--- src/rtl/pts_pkg.sv ---
// shared types and constants of the priority time-slice scheduler
`default_nettype none
package pts_pkg;

    localparam int OP_W    = 2;
    localparam int PID_W   = 4;
    localparam int NICE_W  = 6;
    localparam int REQ_W   = 8;
    localparam int SLICE_W = 8;
    localparam int TICK_W  = 32;
    localparam int CFG_IDX_W = 1;
    localparam int CFG_DAT_W = 8;

    localparam logic signed [NICE_W-1:0] NICE_MAX = 6'sd19;
    localparam logic signed [NICE_W-1:0] NICE_MIN = -6'sd20;
    localparam logic signed [NICE_W-1:0] RST_NICE = 6'sd0;
    localparam logic [SLICE_W-1:0]       RST_SLICE = 8'd10;

    localparam logic [CFG_IDX_W-1:0] CFG_NICE  = 1'b0;
    localparam logic [CFG_IDX_W-1:0] CFG_SLICE = 1'b1;

    typedef enum logic [OP_W-1:0] {
        OP_TICK = 2'd0,
        OP_FORK = 2'd1,
        OP_EXIT = 2'd2,
        OP_NICE = 2'd3
    } t_op;

    typedef enum logic [1:0] {
        ST_OK      = 2'd0,
        ST_NO_SLOT = 2'd1,
        ST_REFUSED = 2'd2,
        ST_NONE    = 2'd3
    } t_status;

    // per-slot record kept in one memory
    typedef struct packed {
        logic signed [NICE_W-1:0] nice;
        logic [SLICE_W-1:0]       slice;
        logic [TICK_W-1:0]        ticks;
    } t_arec;

    typedef struct packed {
        logic    take;
        logic    rd_cur;
        logic    do_tick;
        logic    do_nice;
        logic    do_exit;
        logic    free_start;
        logic    free_step;
        logic    fork_wr;
        logic    sw_start;
        logic    sw_reload;
        logic    sw_reparent;
        logic    sw_step;
        logic    commit;
        logic    st_we;
        t_status st_code;
        logic    load_out;
    } t_dp_cmd;

    typedef struct packed {
        t_op  op;
        logic cur_one;
        logic expired;
        logic free_hit;
        logic free_last;
        logic sw_done;
        logic found;
        logic out_busy;
    } t_dp_sts;

endpackage
`default_nettype wire

--- src/rtl/pts_intf.sv ---
// channel interfaces: task events, results and configuration writes
`default_nettype none
interface pts_task_if import pts_pkg::*; ();
    logic                    valid;
    logic                    ready;
    logic [OP_W-1:0]         operation;
    logic signed [REQ_W-1:0] nice_request;
    modport source(output valid, operation, nice_request, input ready);
    modport sink(input valid, operation, nice_request, output ready);
endinterface

interface pts_result_if import pts_pkg::*; ();
    logic              valid;
    logic              ready;
    logic [1:0]        status;
    logic [PID_W-1:0]  new_pid;
    logic [PID_W-1:0]  running_pid;
    logic [PID_W-1:0]  running_parent;
    logic [TICK_W-1:0] running_ticks;
    logic              switched;
    modport source(output valid, status, new_pid, running_pid, running_parent,
                   running_ticks, switched, input ready);
    modport sink(input valid, status, new_pid, running_pid, running_parent,
                 running_ticks, switched, output ready);
endinterface

interface pts_cfg_if import pts_pkg::*; ();
    logic                 valid;
    logic                 ready;
    logic [CFG_IDX_W-1:0] index;
    logic [CFG_DAT_W-1:0] data;
    modport source(output valid, index, data, input ready);
    modport sink(input valid, index, data, output ready);
endinterface
`default_nettype wire

--- src/rtl/priority_timeslice_scheduler_core.sv ---
// top level of the priority time-slice task scheduler
//  channel   dir  payload                                             accepted when
//  i_task    in   operation, nice_request                             valid & ready
//  o_result  out  status, new_pid, running_pid, running_parent,
//                 running_ticks, switched                             valid & ready
//  i_cfg     in   index (0 default_nice, 1 default_timeslice), data   valid & ready
// one event at a time: read of the running slot, then set nice or a tick that
// leaves slice goes on to the final read, fork scans for a free slot, and one or
// two pipelined table sweeps run when a task is chosen
// (second sweep reloads slices). a final read fills the result word.
// the result register lets the next word in while the last result waits.
// synchronous active-low reset; no clearing pass, table rows carry valid bits.
`default_nettype none
module priority_timeslice_scheduler_core import pts_pkg::*; #(
    parameter int NUM_TASKS = 15
) (
    input  wire logic      i_clk,
    input  wire logic      i_rst_n,
    pts_task_if.sink       i_task,
    pts_result_if.source   o_result,
    pts_cfg_if.sink        i_cfg
);
    t_dp_cmd cmd;
    t_dp_sts sts;

    pts_ctrl u_ctrl (
        .i_clk(i_clk), .i_rst_n(i_rst_n),
        .i_in_valid(i_task.valid), .o_in_ready(i_task.ready),
        .i_sts(sts), .o_cmd(cmd)
    );

    pts_dp #(.NUM_TASKS(NUM_TASKS)) u_dp (
        .i_clk(i_clk), .i_rst_n(i_rst_n),
        .i_cmd(cmd), .o_sts(sts),
        .i_op(i_task.operation), .i_nice_req(i_task.nice_request),
        .i_cfg_valid(i_cfg.valid), .i_cfg_index(i_cfg.index),
        .i_cfg_data(i_cfg.data), .o_cfg_ready(i_cfg.ready),
        .i_out_ready(o_result.ready), .o_out_valid(o_result.valid),
        .o_status(o_result.status), .o_new_pid(o_result.new_pid),
        .o_running_pid(o_result.running_pid),
        .o_running_parent(o_result.running_parent),
        .o_running_ticks(o_result.running_ticks),
        .o_switched(o_result.switched)
    );
endmodule
`default_nettype wire

--- src/rtl/pts_ram.sv ---
// generic simple dual-port ram with registered read
`default_nettype none
module pts_ram #(
    parameter int WIDTH = 8,
    parameter int DEPTH = 16,
    localparam int AW = (DEPTH > 1) ? $clog2(DEPTH) : 1
) (
    input  wire logic             i_clk,
    input  wire logic             i_we,
    input  wire logic [AW-1:0]    i_waddr,
    input  wire logic [WIDTH-1:0] i_wdata,
    input  wire logic [AW-1:0]    i_raddr,
    output logic      [WIDTH-1:0] o_rdata
);
    logic [WIDTH-1:0] r_mem [DEPTH];

    always_ff @(posedge i_clk) begin
        if (i_we) begin
            r_mem[i_waddr] <= i_wdata;
        end
        o_rdata <= r_mem[i_raddr];
    end
endmodule
`default_nettype wire

--- src/rtl/pts_ctrl.sv ---
// scheduler controller state machine
`default_nettype none
module pts_ctrl import pts_pkg::*; (
    input  wire logic    i_clk,
    input  wire logic    i_rst_n,
    input  wire logic    i_in_valid,
    output logic         o_in_ready,
    input  wire t_dp_sts i_sts,
    output t_dp_cmd      o_cmd
);
    typedef enum logic [3:0] {
        S_IDLE, S_RD, S_FREE, S_SW1, S_END1, S_SW2, S_END2, S_FRD, S_FIN
    } t_state;

    t_state r_state, n_state;

    always_ff @(posedge i_clk) begin
        if (!i_rst_n) begin
            r_state <= S_IDLE;
        end else begin
            r_state <= n_state;
        end
    end

    assign o_in_ready = (r_state == S_IDLE);

    always_comb begin
        n_state = r_state;
        o_cmd = '0;
        o_cmd.st_code = ST_OK;
        unique case (r_state)
            S_IDLE: begin
                o_cmd.rd_cur = 1'b1;
                if (i_in_valid) begin
                    o_cmd.take = 1'b1;
                    n_state = S_RD;
                end
            end
            S_RD: begin
                unique case (i_sts.op)
                    OP_TICK: begin
                        o_cmd.do_tick = 1'b1;
                        if (i_sts.expired) begin
                            o_cmd.sw_start = 1'b1;
                            n_state = S_SW1;
                        end else begin
                            n_state = S_FRD;
                        end
                    end
                    OP_FORK: begin
                        o_cmd.free_start = 1'b1;
                        n_state = S_FREE;
                    end
                    OP_EXIT: begin
                        if (i_sts.cur_one) begin
                            o_cmd.st_we = 1'b1;
                            o_cmd.st_code = ST_REFUSED;
                            n_state = S_FRD;
                        end else begin
                            o_cmd.do_exit = 1'b1;
                            o_cmd.sw_start = 1'b1;
                            o_cmd.sw_reparent = 1'b1;
                            n_state = S_SW1;
                        end
                    end
                    OP_NICE: begin
                        o_cmd.do_nice = 1'b1;
                        n_state = S_FRD;
                    end
                    default: n_state = S_FRD;
                endcase
            end
            S_FREE: begin
                if (i_sts.free_hit) begin
                    o_cmd.fork_wr = 1'b1;
                    n_state = S_FRD;
                end else if (i_sts.free_last) begin
                    o_cmd.st_we = 1'b1;
                    o_cmd.st_code = ST_NO_SLOT;
                    n_state = S_FRD;
                end else begin
                    o_cmd.free_step = 1'b1;
                end
            end
            S_SW1: begin
                o_cmd.sw_step = 1'b1;
                if (i_sts.sw_done) n_state = S_END1;
            end
            S_END1: begin
                if (i_sts.found) begin
                    o_cmd.commit = 1'b1;
                    n_state = S_FRD;
                end else begin
                    o_cmd.sw_start = 1'b1;
                    o_cmd.sw_reload = 1'b1;
                    n_state = S_SW2;
                end
            end
            S_SW2: begin
                o_cmd.sw_step = 1'b1;
                if (i_sts.sw_done) n_state = S_END2;
            end
            S_END2: begin
                if (i_sts.found) begin
                    o_cmd.commit = 1'b1;
                end else begin
                    o_cmd.st_we = 1'b1;
                    o_cmd.st_code = ST_NONE;
                end
                n_state = S_FRD;
            end
            S_FRD: begin
                o_cmd.rd_cur = 1'b1;
                n_state = S_FIN;
            end
            S_FIN: begin
                o_cmd.rd_cur = 1'b1;
                if (!i_sts.out_busy) begin
                    o_cmd.load_out = 1'b1;
                    n_state = S_IDLE;
                end
            end
            default: n_state = S_IDLE;
        endcase
    end
endmodule
`default_nettype wire

--- src/rtl/pts_dp.sv ---
// scheduler datapath: task table, slot scans and result register
`default_nettype none
module pts_dp import pts_pkg::*; #(
    parameter int NUM_TASKS = 15,
    localparam int PW = $clog2(NUM_TASKS + 1)
) (
    input  wire logic                    i_clk,
    input  wire logic                    i_rst_n,
    input  wire t_dp_cmd                 i_cmd,
    output t_dp_sts                      o_sts,
    input  wire logic [OP_W-1:0]         i_op,
    input  wire logic signed [REQ_W-1:0] i_nice_req,
    input  wire logic                    i_cfg_valid,
    input  wire logic [CFG_IDX_W-1:0]    i_cfg_index,
    input  wire logic [CFG_DAT_W-1:0]    i_cfg_data,
    output logic                         o_cfg_ready,
    input  wire logic                    i_out_ready,
    output logic                         o_out_valid,
    output logic [1:0]                   o_status,
    output logic [PID_W-1:0]             o_new_pid,
    output logic [PID_W-1:0]             o_running_pid,
    output logic [PID_W-1:0]             o_running_parent,
    output logic [TICK_W-1:0]            o_running_ticks,
    output logic                         o_switched
);
    localparam int DEPTH = NUM_TASKS + 1;
    localparam logic [PW-1:0] LAST = PW'(NUM_TASKS);
    localparam logic [PW-1:0] ONE  = PW'(1);

    logic [PW-1:0]       r_cur;
    logic                r_flag;     // running slot's mode is running
    logic [DEPTH-1:0]    r_used;
    logic [DEPTH-1:0]    r_va;
    logic [DEPTH-1:0]    r_vb;
    logic [PW-1:0]       r_raq;
    t_op                 r_op;
    logic signed [REQ_W-1:0] r_req;
    t_arec               r_rec;
    logic [PW-1:0]       r_up;
    logic [PW-1:0]       r_fidx;
    logic [PW:0]         r_sidx;
    logic                r_pv;
    logic                r_reload;
    logic                r_reparent;
    logic                r_found;
    logic signed [NICE_W-1:0] r_best;
    logic [PW-1:0]       r_bidx;
    t_status             r_status;
    logic [PW-1:0]       r_newpid;
    logic                r_sw;
    logic [SLICE_W-1:0]  r_def_slice;
    logic                r_ov;

    logic [PW-1:0] raddr;
    logic          issue;
    t_arec         a_rd, a_cur, a_wd;
    logic [PW-1:0] b_rd, b_cur, b_wd;
    logic          a_we, b_we;
    logic [PW-1:0] a_wa, b_wa;
    logic          eval, elig, used_p;

    function automatic logic signed [NICE_W-1:0] clamp_nice(logic signed [REQ_W-1:0] v);
        if (v > 8'sd19) return NICE_MAX;
        if (v < -8'sd20) return NICE_MIN;
        return v[NICE_W-1:0];
    endfunction

    pts_ram #(.WIDTH($bits(t_arec)), .DEPTH(DEPTH)) u_aram (
        .i_clk(i_clk), .i_we(a_we), .i_waddr(a_wa), .i_wdata(a_wd),
        .i_raddr(raddr), .o_rdata(a_rd)
    );

    pts_ram #(.WIDTH(PW), .DEPTH(DEPTH)) u_bram (
        .i_clk(i_clk), .i_we(b_we), .i_waddr(b_wa), .i_wdata(b_wd),
        .i_raddr(raddr), .o_rdata(b_rd)
    );

    // entries never written read as their reset value
    always_comb begin
        if (r_va[r_raq]) begin
            a_cur = a_rd;
        end else begin
            a_cur.nice  = RST_NICE;
            a_cur.slice = RST_SLICE;
            a_cur.ticks = '0;
        end
        b_cur = r_vb[r_raq] ? b_rd : ONE;
    end

    assign issue = i_cmd.sw_step && (r_sidx <= (PW+1)'(NUM_TASKS));
    assign raddr = issue ? r_sidx[PW-1:0] : r_cur;
    assign eval  = i_cmd.sw_step && r_pv;
    assign used_p = r_used[r_raq];
    assign elig  = used_p && ((r_raq != r_cur) || !r_flag) &&
                   (r_reload || (a_cur.slice != '0));

    always_comb begin
        a_we = 1'b0;
        a_wa = r_cur;
        a_wd = a_cur;
        b_we = 1'b0;
        b_wa = r_fidx;
        b_wd = r_cur;
        if (i_cmd.do_tick) begin
            a_we = 1'b1;
            a_wd.ticks = a_cur.ticks + 32'd1;
            a_wd.slice = (a_cur.slice <= 8'd1) ? '0 : a_cur.slice - 8'd1;
        end
        if (i_cmd.do_nice) begin
            a_we = 1'b1;
            a_wd.nice = clamp_nice(r_req);
        end
        if (i_cmd.fork_wr) begin
            a_we = 1'b1;
            a_wa = r_fidx;
            a_wd = r_rec;
            b_we = 1'b1;
        end
        if (eval && r_reload && used_p) begin
            a_we = 1'b1;
            a_wa = r_raq;
            a_wd.slice = r_def_slice;
        end
        if (eval && r_reparent && used_p && (r_raq != r_cur) && (b_cur == r_cur)) begin
            b_we = 1'b1;
            b_wa = r_raq;
            b_wd = r_up;
        end
    end

    always_ff @(posedge i_clk) begin
        if (!i_rst_n) begin
            r_cur       <= ONE;
            r_flag      <= 1'b1;
            r_used      <= DEPTH'(3);
            r_va        <= '0;
            r_vb        <= '0;
            r_pv        <= 1'b0;
            r_def_slice <= RST_SLICE;
            r_ov        <= 1'b0;
        end else begin
            r_raq <= raddr;
            if (a_we) r_va[a_wa] <= 1'b1;
            if (b_we) r_vb[b_wa] <= 1'b1;
            // the nice default only matters at reset, where it is zero
            if (i_cfg_valid && (i_cfg_index == CFG_SLICE)) r_def_slice <= i_cfg_data;
            if (i_cmd.take) begin
                r_op     <= t_op'(i_op);
                r_req    <= i_nice_req;
                r_status <= ST_OK;
                r_newpid <= '0;
                r_sw     <= 1'b0;
            end
            if (i_cmd.st_we) r_status <= i_cmd.st_code;
            if (i_cmd.do_tick || i_cmd.do_nice || i_cmd.do_exit) r_rec <= a_cur;
            else if (r_op == OP_FORK && i_cmd.free_start) r_rec <= a_cur;
            if (i_cmd.do_tick && (a_cur.slice <= 8'd1)) r_flag <= 1'b0;
            if (i_cmd.do_exit) begin
                r_used[r_cur] <= 1'b0;
                r_up <= b_cur;
            end
            if (i_cmd.free_start) r_fidx <= ONE;
            if (i_cmd.free_step)  r_fidx <= r_fidx + ONE;
            if (i_cmd.fork_wr) begin
                r_used[r_fidx] <= 1'b1;
                r_newpid <= r_fidx;
                if (r_fidx == r_cur) r_flag <= 1'b0;
            end
            if (i_cmd.sw_start) begin
                r_sidx     <= (PW+1)'(1);
                r_pv       <= 1'b0;
                r_found    <= 1'b0;
                r_reload   <= i_cmd.sw_reload;
                r_reparent <= i_cmd.sw_reparent;
            end else if (i_cmd.sw_step) begin
                r_pv <= issue;
                if (issue) r_sidx <= r_sidx + (PW+1)'(1);
            end else begin
                r_pv <= 1'b0;
            end
            // strict compare keeps the lowest slot on ties
            if (eval && elig && (!r_found || (a_cur.nice < r_best))) begin
                r_found <= 1'b1;
                r_best  <= a_cur.nice;
                r_bidx  <= r_raq;
            end
            if (i_cmd.commit) begin
                r_cur  <= r_bidx;
                r_flag <= 1'b1;
                r_sw   <= 1'b1;
            end
            if (i_cmd.load_out) r_ov <= 1'b1;
            else if (i_out_ready) r_ov <= 1'b0;
        end
    end

    always_ff @(posedge i_clk) begin
        if (i_cmd.load_out) begin
            o_status         <= r_status;
            o_new_pid        <= PID_W'(r_newpid);
            o_running_pid    <= PID_W'(r_cur);
            o_running_parent <= PID_W'(b_cur);
            o_running_ticks  <= a_cur.ticks;
            o_switched       <= r_sw;
        end
    end

    assign o_out_valid = r_ov;
    assign o_cfg_ready = 1'b1;

    assign o_sts.op        = r_op;
    assign o_sts.cur_one   = (r_cur == ONE);
    assign o_sts.expired   = (a_cur.slice <= 8'd1);
    assign o_sts.free_hit  = !r_used[r_fidx];
    assign o_sts.free_last = (r_fidx == LAST);
    assign o_sts.sw_done   = r_pv && (r_raq == LAST);
    assign o_sts.found     = r_found;
    assign o_sts.out_busy  = r_ov && !i_out_ready;
endmodule
`default_nettype wire
--- src/flat_wrapper.sv ---
// flat-port wrapper written by rule: the top's interface ports become plain ports
module priority_timeslice_scheduler_core_flat import pts_pkg::*;
#(
    parameter int NUM_TASKS = 15
)
  (i_clk, i_rst_n, i_task_valid, i_task_operation, i_task_nice_request, i_task_ready, o_result_valid, o_result_status, o_result_new_pid, o_result_running_pid, o_result_running_parent, o_result_running_ticks, o_result_switched, o_result_ready, i_cfg_valid, i_cfg_index, i_cfg_data, i_cfg_ready);
  pts_task_if i_task_i ();
  pts_result_if o_result_i ();
  pts_cfg_if i_cfg_i ();
  input  wire logic i_clk;
  input  wire logic i_rst_n;
  input wire logic [$bits(i_task_i.valid)-1:0] i_task_valid;
  input wire logic [$bits(i_task_i.operation)-1:0] i_task_operation;
  input wire logic [$bits(i_task_i.nice_request)-1:0] i_task_nice_request;
  output wire logic [$bits(i_task_i.ready)-1:0] i_task_ready;
  output wire logic [$bits(o_result_i.valid)-1:0] o_result_valid;
  output wire logic [$bits(o_result_i.status)-1:0] o_result_status;
  output wire logic [$bits(o_result_i.new_pid)-1:0] o_result_new_pid;
  output wire logic [$bits(o_result_i.running_pid)-1:0] o_result_running_pid;
  output wire logic [$bits(o_result_i.running_parent)-1:0] o_result_running_parent;
  output wire logic [$bits(o_result_i.running_ticks)-1:0] o_result_running_ticks;
  output wire logic [$bits(o_result_i.switched)-1:0] o_result_switched;
  input wire logic [$bits(o_result_i.ready)-1:0] o_result_ready;
  input wire logic [$bits(i_cfg_i.valid)-1:0] i_cfg_valid;
  input wire logic [$bits(i_cfg_i.index)-1:0] i_cfg_index;
  input wire logic [$bits(i_cfg_i.data)-1:0] i_cfg_data;
  output wire logic [$bits(i_cfg_i.ready)-1:0] i_cfg_ready;
  assign i_task_i.valid = i_task_valid;
  assign i_task_i.operation = i_task_operation;
  assign i_task_i.nice_request = i_task_nice_request;
  assign i_task_ready = i_task_i.ready;
  assign o_result_valid = o_result_i.valid;
  assign o_result_status = o_result_i.status;
  assign o_result_new_pid = o_result_i.new_pid;
  assign o_result_running_pid = o_result_i.running_pid;
  assign o_result_running_parent = o_result_i.running_parent;
  assign o_result_running_ticks = o_result_i.running_ticks;
  assign o_result_switched = o_result_i.switched;
  assign o_result_i.ready = o_result_ready;
  assign i_cfg_i.valid = i_cfg_valid;
  assign i_cfg_i.index = i_cfg_index;
  assign i_cfg_i.data = i_cfg_data;
  assign i_cfg_ready = i_cfg_i.ready;
  priority_timeslice_scheduler_core #(.NUM_TASKS(NUM_TASKS)) u_core (.i_clk(i_clk), .i_rst_n(i_rst_n), .i_task(i_task_i), .o_result(o_result_i), .i_cfg(i_cfg_i));
endmodule
--- config.mk ---
export PLATFORM = sky130hd
export DESIGN_NAME = priority_timeslice_scheduler_core_flat
export DESIGN_NICKNAME = d
export VERILOG_FILES = /design/src/rtl/pts_pkg.sv /design/src/rtl/pts_intf.sv /design/src/rtl/priority_timeslice_scheduler_core.sv /design/src/rtl/pts_ram.sv /design/src/rtl/pts_ctrl.sv /design/src/rtl/pts_dp.sv /design/src/flat_wrapper.sv
export SDC_FILE = /design/constraint.sdc
export NUM_CORES = 1
export LEC_CHECK = 0
export BUFFER_PORTS_ARGS = -buffer_cell sky130_fd_sc_hd__buf_2
export CAP_MARGIN = 20
export CORE_MARGIN = 2
export CORE_UTILIZATION = 43
export CTS_CLUSTER_DIAMETER = 100
export DETAILED_ROUTE_END_ITERATION = 8
export SETUP_SLACK_MARGIN = 0.1
export SYNTH_ARGS = -nofsm -noshare
export SYNTH_HDL_FRONTEND = slang
export SYNTH_HIERARCHICAL = 1
export SYNTH_SLANG_ARGS = --single-unit
--- constraint.sdc ---
create_clock -name i_clk -period 9.5 [get_ports i_clk]
set_input_delay 2.85 -clock i_clk [delete_from_list [all_inputs] [get_ports i_clk]]
set_output_delay 2.85 -clock i_clk [all_outputs]
set_load 0.005 [all_outputs]
# Yosys cells after proc, flatten, opt, wreduce, memory -nomap -nowiden
# Memory sizes are Yosys's and may differ from the RTL's. A register that Yosys moved wholly into a read port is not among the register bits.
# Cells that the tools add are included.
[op_classes]
n_addsub = 4
order_cmp = 14
n_eq_ne = 22
n_mux = 105
n_bitwise = 7
reduce_logical = 57
[ops]
columns = ["op", "count"]
rows = [
  ["two-way mux 46 bit", 4],
  ["two-way mux 4 bit", 17],
  ["two-way mux 16 bit", 3],
  ["bitwise OR 16 bit", 3],
  ["two-way mux 1 bit", 46],
  ["two-way mux 40 bit", 1],
  ["one-hot mux 4 bit (9 select lines)", 1],
  ["adder 32 x 1 -> 32 bit, second input constant", 1],
  ["two-way mux 6 bit", 5],
  ["less-than comparator 4 x 5 -> 1 bit, second input constant", 5],
  ["logical AND 1 bit", 21],
  ["two-way mux 3 bit", 7],
  ["AND reduction 2 bit", 10],
  ["nonzero test 2 bit", 9],
  ["bitwise AND 16 bit", 1],
  ["binary-select mux 1 bit (select 4 bit)", 4],
  ["demux 1 bit (select 4 bit)", 4],
  ["equality test 4 x 3 -> 1 bit, second input constant", 4],
  ["greater-or-equal comparator 4 x 1 -> 1 bit, second input constant", 4],
  ["two-way mux 8 bit", 2],
  ["NOT 16 bit", 1],
  ["one-hot mux 4 bit (4 select lines)", 1],
  ["equality test 4 bit, second input constant", 3],
  ["two-way mux 2 bit", 5],
  ["30 further kinds", 47],
]
[totals]
regBits = 207
ramBits = 800
input_bits = 24
out_inout_bits = 50
word_cells = 243
n_memories = 2
[mem_list]
columns = ["name", "depth", "width", "read_ports", "rd_ports_with_merged_regs", "wr", "line", "source"]
rows = [
  ["u_core.u_dp.u_aram.r_mem", 16, 46, 1, 1, 1, "pts_ram.sv:15", "logic [WIDTH-1:0] r_mem [DEPTH];"],
  ["u_core.u_dp.u_bram.r_mem", 16, 4, 1, 1, 1, "pts_ram.sv:15", ""],
]

# Longest topological paths before layout
[depth]
depth_word = 14
depth_mapped = 15
ltp_nobuf = 13

# Modules after synthesis
# The synthesis kept the hierarchy.
[modules_own_cells]
columns = ["mod", "n_inst", "cells_per_inst", "area_each_um2", "seq_area_each_um2"]
rows = [
  ["pts_ram (u_core.u_dp.u_aram)", 1, 1191, 28493.6, 23022.1],
  ["pts_dp", 1, 1003, 10393.7, 5465.2],
  ["pts_ram (u_core.u_dp.u_bram)", 1, 130, 2666.3, 2001.9],
  ["pts_ctrl", 1, 71, 504.2, 80.1],
]

# Least setup slack after synthesis
# Ideal clock, no wire load.
[synth_path]
kind = "register to register"
from = "register u_core.u_dp.r_fidx[0]"
to = "memory u_core/u_dp/u_aram/r_mem[0][0] in the netlist's numbering, enable pin"
setup_time_ns = 0.506
arrival_time_ns = 6.506
required_ns = 8.994
slack_ns = 2.487
stages_incl_launch_ff = 14
n_path_buf = 1
synth_period_minus_slack_ns = 7.013
path_cell_list = "edfxtp_1 -> clkbuf_1 -> mux4_2 -> mux4_2 -> inv_1 -> inv_1 -> nor3_1 -> clkinv_1 -> a21oi_1 -> a41oi_1 -> a21oi_1 -> inv_1 -> or3b_2 -> nor3_1"
[synth_rtl]
columns = ["item", "line", "source"]
rows = [
  ["start, declared", "pts_dp.sv:40", "logic [PW-1:0] r_fidx;"],
  ["start signal, assigned", "pts_dp.sv:163", "if (i_cmd.free_step) r_fidx <= r_fidx + ONE;"],
  ["end, declared", "pts_ram.sv:15", ""],
]

==> impl_results.md <==
- Synthesis-to-layout area growth: 13.4%
- R2R setup slack: 3.28 ns
- Hold Crit Endpoint: u_core/u_dp/o_status[0]
- H-tree level count: 3
- Pint: 8.90 mW
- Signal arrival time at the worst endpoint: 6.52 ns
- Routed via count divided by cell count: 5.69
- GR Layer Usage met3: 2.67%
- Count of placed standard cells including taps: 3661
- Worst setup slack after layout: 3.28 ns
- FF/Latch Area: 30600 µm²
- Net count, final: around 2600
- Overall routing resource usage: 19.0%
- Die X-Extent: 317 µm
- Startpoint of the worst hold path: u_core/u_dp/r_status[0]
- Layout fillers: 7904
- Clock-pin slew of the registers on the worst-case setup and hold paths: 0.06 ns
- Data required time at the worst endpoint: roughly 9.8 ns
- Last weighted congestion value of the routability-driven placer: 0.838
- Via count of the routed design: 22100
- Pin slew with the least headroom to its limit: 1.05 ns
- Yosys Warn Count: 6
- F_max: between 150 and 200 MHz
- Worst voltage drop across the vdd grid: 0.172 mV
- Sum of internal, switching and leakage power: 12.1 mW
- Routed Wire Length: 94.3 mm
- Antenna diode count: 0
- Placed wire-length estimate after detailed placement: 53.1 mm
- Count of final setup violators: 0
- Routing layer with the top usage in global route: met2
- Final number of hold-violating endpoints: 0
- Fraction of power consumed by sequential logic: 48.3%
- Share of cells above drive strength 1: 21.8%
- Run status: completed
- RSZ-0062 raised after global routing: no
- Placement-stage worst setup slack: 3.32 ns
- IO Pins: 74
- Global-route wire length before repair: roughly 140 mm
- Power density cells: 253 nW/µm²
- Non-filler instance count after layout: 3881
- PostCTS Resize Cnt: 0
- Detailed Routing Iterations Pass 1: 5
- Class of the most critical setup path: flop to flop
- CTS Buffer Depth: 3
- Core occupancy in the finished layout: 49.2%
- Final critical delay including setup and external delays: 6.22 ns
- Total nets after synthesis: 2433
- Maximum fanout along the worst path: 68
- Max-slew headroom: approximately 30%
- Core footprint: 96900 µm²
- Count of input and output buffers: 72
- Pin count of the biggest net entering global routing: 107
- TritonCTS buffer count: between 100 and 150
- Clock network latency to the later pin of the worst-skew pair: 0.68 ns
- Initial detailed-routing violation count: 1829
- Post-Route Skew: 0.0503 ns
- GR met1 Demand/Resource: 26.4%
- Remaining antenna violation count after routing: 0
- Number of rows created at floorplan: 114
- Switching portion of total power: 26.3%
- Worst min-delay path category: flop to flop
- Design area: between 40000 and 50000 µm²
- Number of instances on the worst hold path: 0
- Clock Tree Root: sky130_fd_sc_hd__clkbuf_16
- Number of antenna violations at the first check in global routing: 0
- Die height: roughly 320 µm
- CTS Hold Buffers Added: 0
- Static Leakage: 15.7 nW
- Max-slew violation count: 0
- Worst hold-check slack: roughly 0.42 ns
- Avg Cell Area, Syn: 17.6 µm²
- Number of global-route vias before repair: 22800
- Crit path capture type: flop
- Cell area after placement: 43900 µm²
- Max-cap check violation count: 0
- Grt ovf: 0
- Power dissipated by switching net loads: ~3.2 mW
- Sum Neg Setup Slack: 0 ns
- Cell area after technology mapping: 42100 µm²
- Met2 track utilization from global routing: 31.3%
- TritonCTS clock tree: yes
- DRC violations left: 0
- Number of standard cells after synthesis: 2394
- Worst reg2reg path endpoint: u_core/u_dp/u_aram/r_mem[13][31]
- R2R depth: 15
- Footprint of the multi-input gates: 10800 µm²
- Initial core utilization: between 40% and 50%
- Post CTS Setup Buffer Count: 0
- Portion of the clock cycle consumed by the worst path in the final layout: 65.4%
- Routed wirelength normalized by instance count: 24.3 µm
- Die area: 100000 µm²
- Clock sink total: approximately 1100
- Clk network pwr share: 35.3%
- Reg2reg start: u_core/u_dp/r_fidx[0]
- Combinational group share of total power: 16.4%
- Kind of start point of the critical path: flop
==> state kept, by name, indices dropped and copies added, names as in the netlist, 6 cells and up <==
register and cells:
u_core/u_dp/r_vb 16, u_core/u_dp/r_def_slice 8, u_core/u_dp/u_aram/r_mem 736, u_core/u_dp/o_running_ticks 32
u_core/u_dp/r_rec 46, u_core/u_dp/r_req 8, u_core/u_dp/u_bram/r_mem 64, u_core/u_dp/r_va 16
u_core/u_dp/u_aram/o_rdata 46, u_core/u_dp/r_used 16, u_core/u_dp/r_best 6
==> final cells by class <==
| class | count | share of cell area (%) |
|---|---|---|
| Sequential cell | 1057 | 64.1 |
| Multi-Input combinational cell | 1152 | 22.6 |
| Clock buffer | 138 | 6.18 |
| Tap cell | 1276 | 3.35 |
| Timing Repair Buffer | 142 | 1.88 |
| Clock inverter | 65 | 1.45 |
| Inverter | 51 | 0.402 |
==> worst max-delay path, stage by stage (launching register included) <==
cell and delay, ns:
sky130_fd_sc_hd__edfxtp_1 0.85, sky130_fd_sc_hd__mux4_2 0.61, sky130_fd_sc_hd__mux4_2 0.47, sky130_fd_sc_hd__inv_1 0.13
sky130_fd_sc_hd__inv_1 0.07, sky130_fd_sc_hd__nor3_2 0.18, sky130_fd_sc_hd__buf_4 0.37, sky130_fd_sc_hd__buf_4 0.74
sky130_fd_sc_hd__and2_1 0.25, sky130_fd_sc_hd__a21oi_1 0.05, sky130_fd_sc_hd__a41oi_1 0.20, sky130_fd_sc_hd__a21oi_1 0.09
sky130_fd_sc_hd__inv_1 0.19, sky130_fd_sc_hd__nand3_1 0.33, sky130_fd_sc_hd__nor2_4 0.68, sky130_fd_sc_hd__buf_4 0.61
==> per-layer routing <==
layer	vias up	part of all wire, %	routed length, µm
li1	9758	-	-
met1	11500	43	40500
met2	684	49	46100
met3	157	5.3	5000
met4	0	2.9	2710
met5	-	0	0
==> layout by cell type, fill, tap and decap left out, types with 8 or more instances in the layout <==
| cell type | count |
|---|---|
| sky130_fd_sc_hd__bufinv_16 | 11 |
| sky130_fd_sc_hd__o21ai_1 | 28 |
| sky130_fd_sc_hd__and3_1 | 9 |
| sky130_fd_sc_hd__nor2b_1 | 14 |
| sky130_fd_sc_hd__ha_1 | 15 |
| sky130_fd_sc_hd__o211ai_1 | 15 |
| sky130_fd_sc_hd__a22oi_1 | 96 |
| sky130_fd_sc_hd__buf_2 | 74 |
| sky130_fd_sc_hd__a31oi_1 | 11 |
| sky130_fd_sc_hd__mux2i_1 | 22 |
| sky130_fd_sc_hd__o21ai_0 | 39 |
| sky130_fd_sc_hd__clkbuf_16 | 110 |
| sky130_fd_sc_hd__xor2_1 | 21 |
| sky130_fd_sc_hd__mux2_2 | 13 |
| sky130_fd_sc_hd__nand4_1 | 19 |
| sky130_fd_sc_hd__xnor2_1 | 29 |
| sky130_fd_sc_hd__clkinv_2 | 12 |
| sky130_fd_sc_hd__nand3b_1 | 8 |
| sky130_fd_sc_hd__a21oi_1 | 60 |
| sky130_fd_sc_hd__mux4_2 | 199 |
| sky130_fd_sc_hd__inv_1 | 48 |
| sky130_fd_sc_hd__nand3_1 | 56 |
| sky130_fd_sc_hd__and2_1 | 50 |
| sky130_fd_sc_hd__dfxtp_1 | 117 |
| sky130_fd_sc_hd__clkbuf_1 | 19 |
| sky130_fd_sc_hd__nor3_1 | 21 |
| sky130_fd_sc_hd__nand2_1 | 162 |
| sky130_fd_sc_hd__mux4_1 | 14 |
| sky130_fd_sc_hd__o21a_1 | 10 |
| sky130_fd_sc_hd__nand2b_1 | 21 |
| sky130_fd_sc_hd__edfxtp_1 | 940 |
| sky130_fd_sc_hd__clkinv_1 | 23 |
| sky130_fd_sc_hd__nor2_4 | 13 |
| sky130_fd_sc_hd__nor2_1 | 90 |
| sky130_fd_sc_hd__buf_4 | 66 |
| sky130_fd_sc_hd__nor4_1 | 14 |
| sky130_fd_sc_hd__clkbuf_8 | 9 |
==> worst max path at each step <==
stage	startpoint	to	cells after the start
final	u_core/u_dp/r_fidx[0]	u_core/u_dp/u_aram/r_mem[13][31]	15
after global routing	u_core/u_dp/r_fidx[0]	u_core/u_dp/u_aram/r_mem[13][31]	15
after CTS	u_core/u_dp/r_fidx[0]	u_core/u_dp/u_aram/r_mem[13][31]	15
after detailed placement	u_core/u_dp/r_fidx[0]	u_core/u_dp/u_aram/r_mem[1][20]	12
after global placement	u_core/u_dp/r_fidx[0]	u_core/u_dp/u_aram/r_mem[1][21]	14
after floorplan	u_core/u_dp/r_fidx[0]	u_core/u_dp/u_aram/r_mem[0][0]	13
==> power groups by stage <==
stage	combinational, mW	sequential (mW)	clock (mW)
CTS	1.98	5.84	4.35
finish	1.98	5.83	4.26
floorplan	1.41	5.85	0
global placement	1.92	5.92	0
global route	2.16	5.87	4.54
detailed placement	1.97	5.93	0
(Power assumes the default switching activity.)
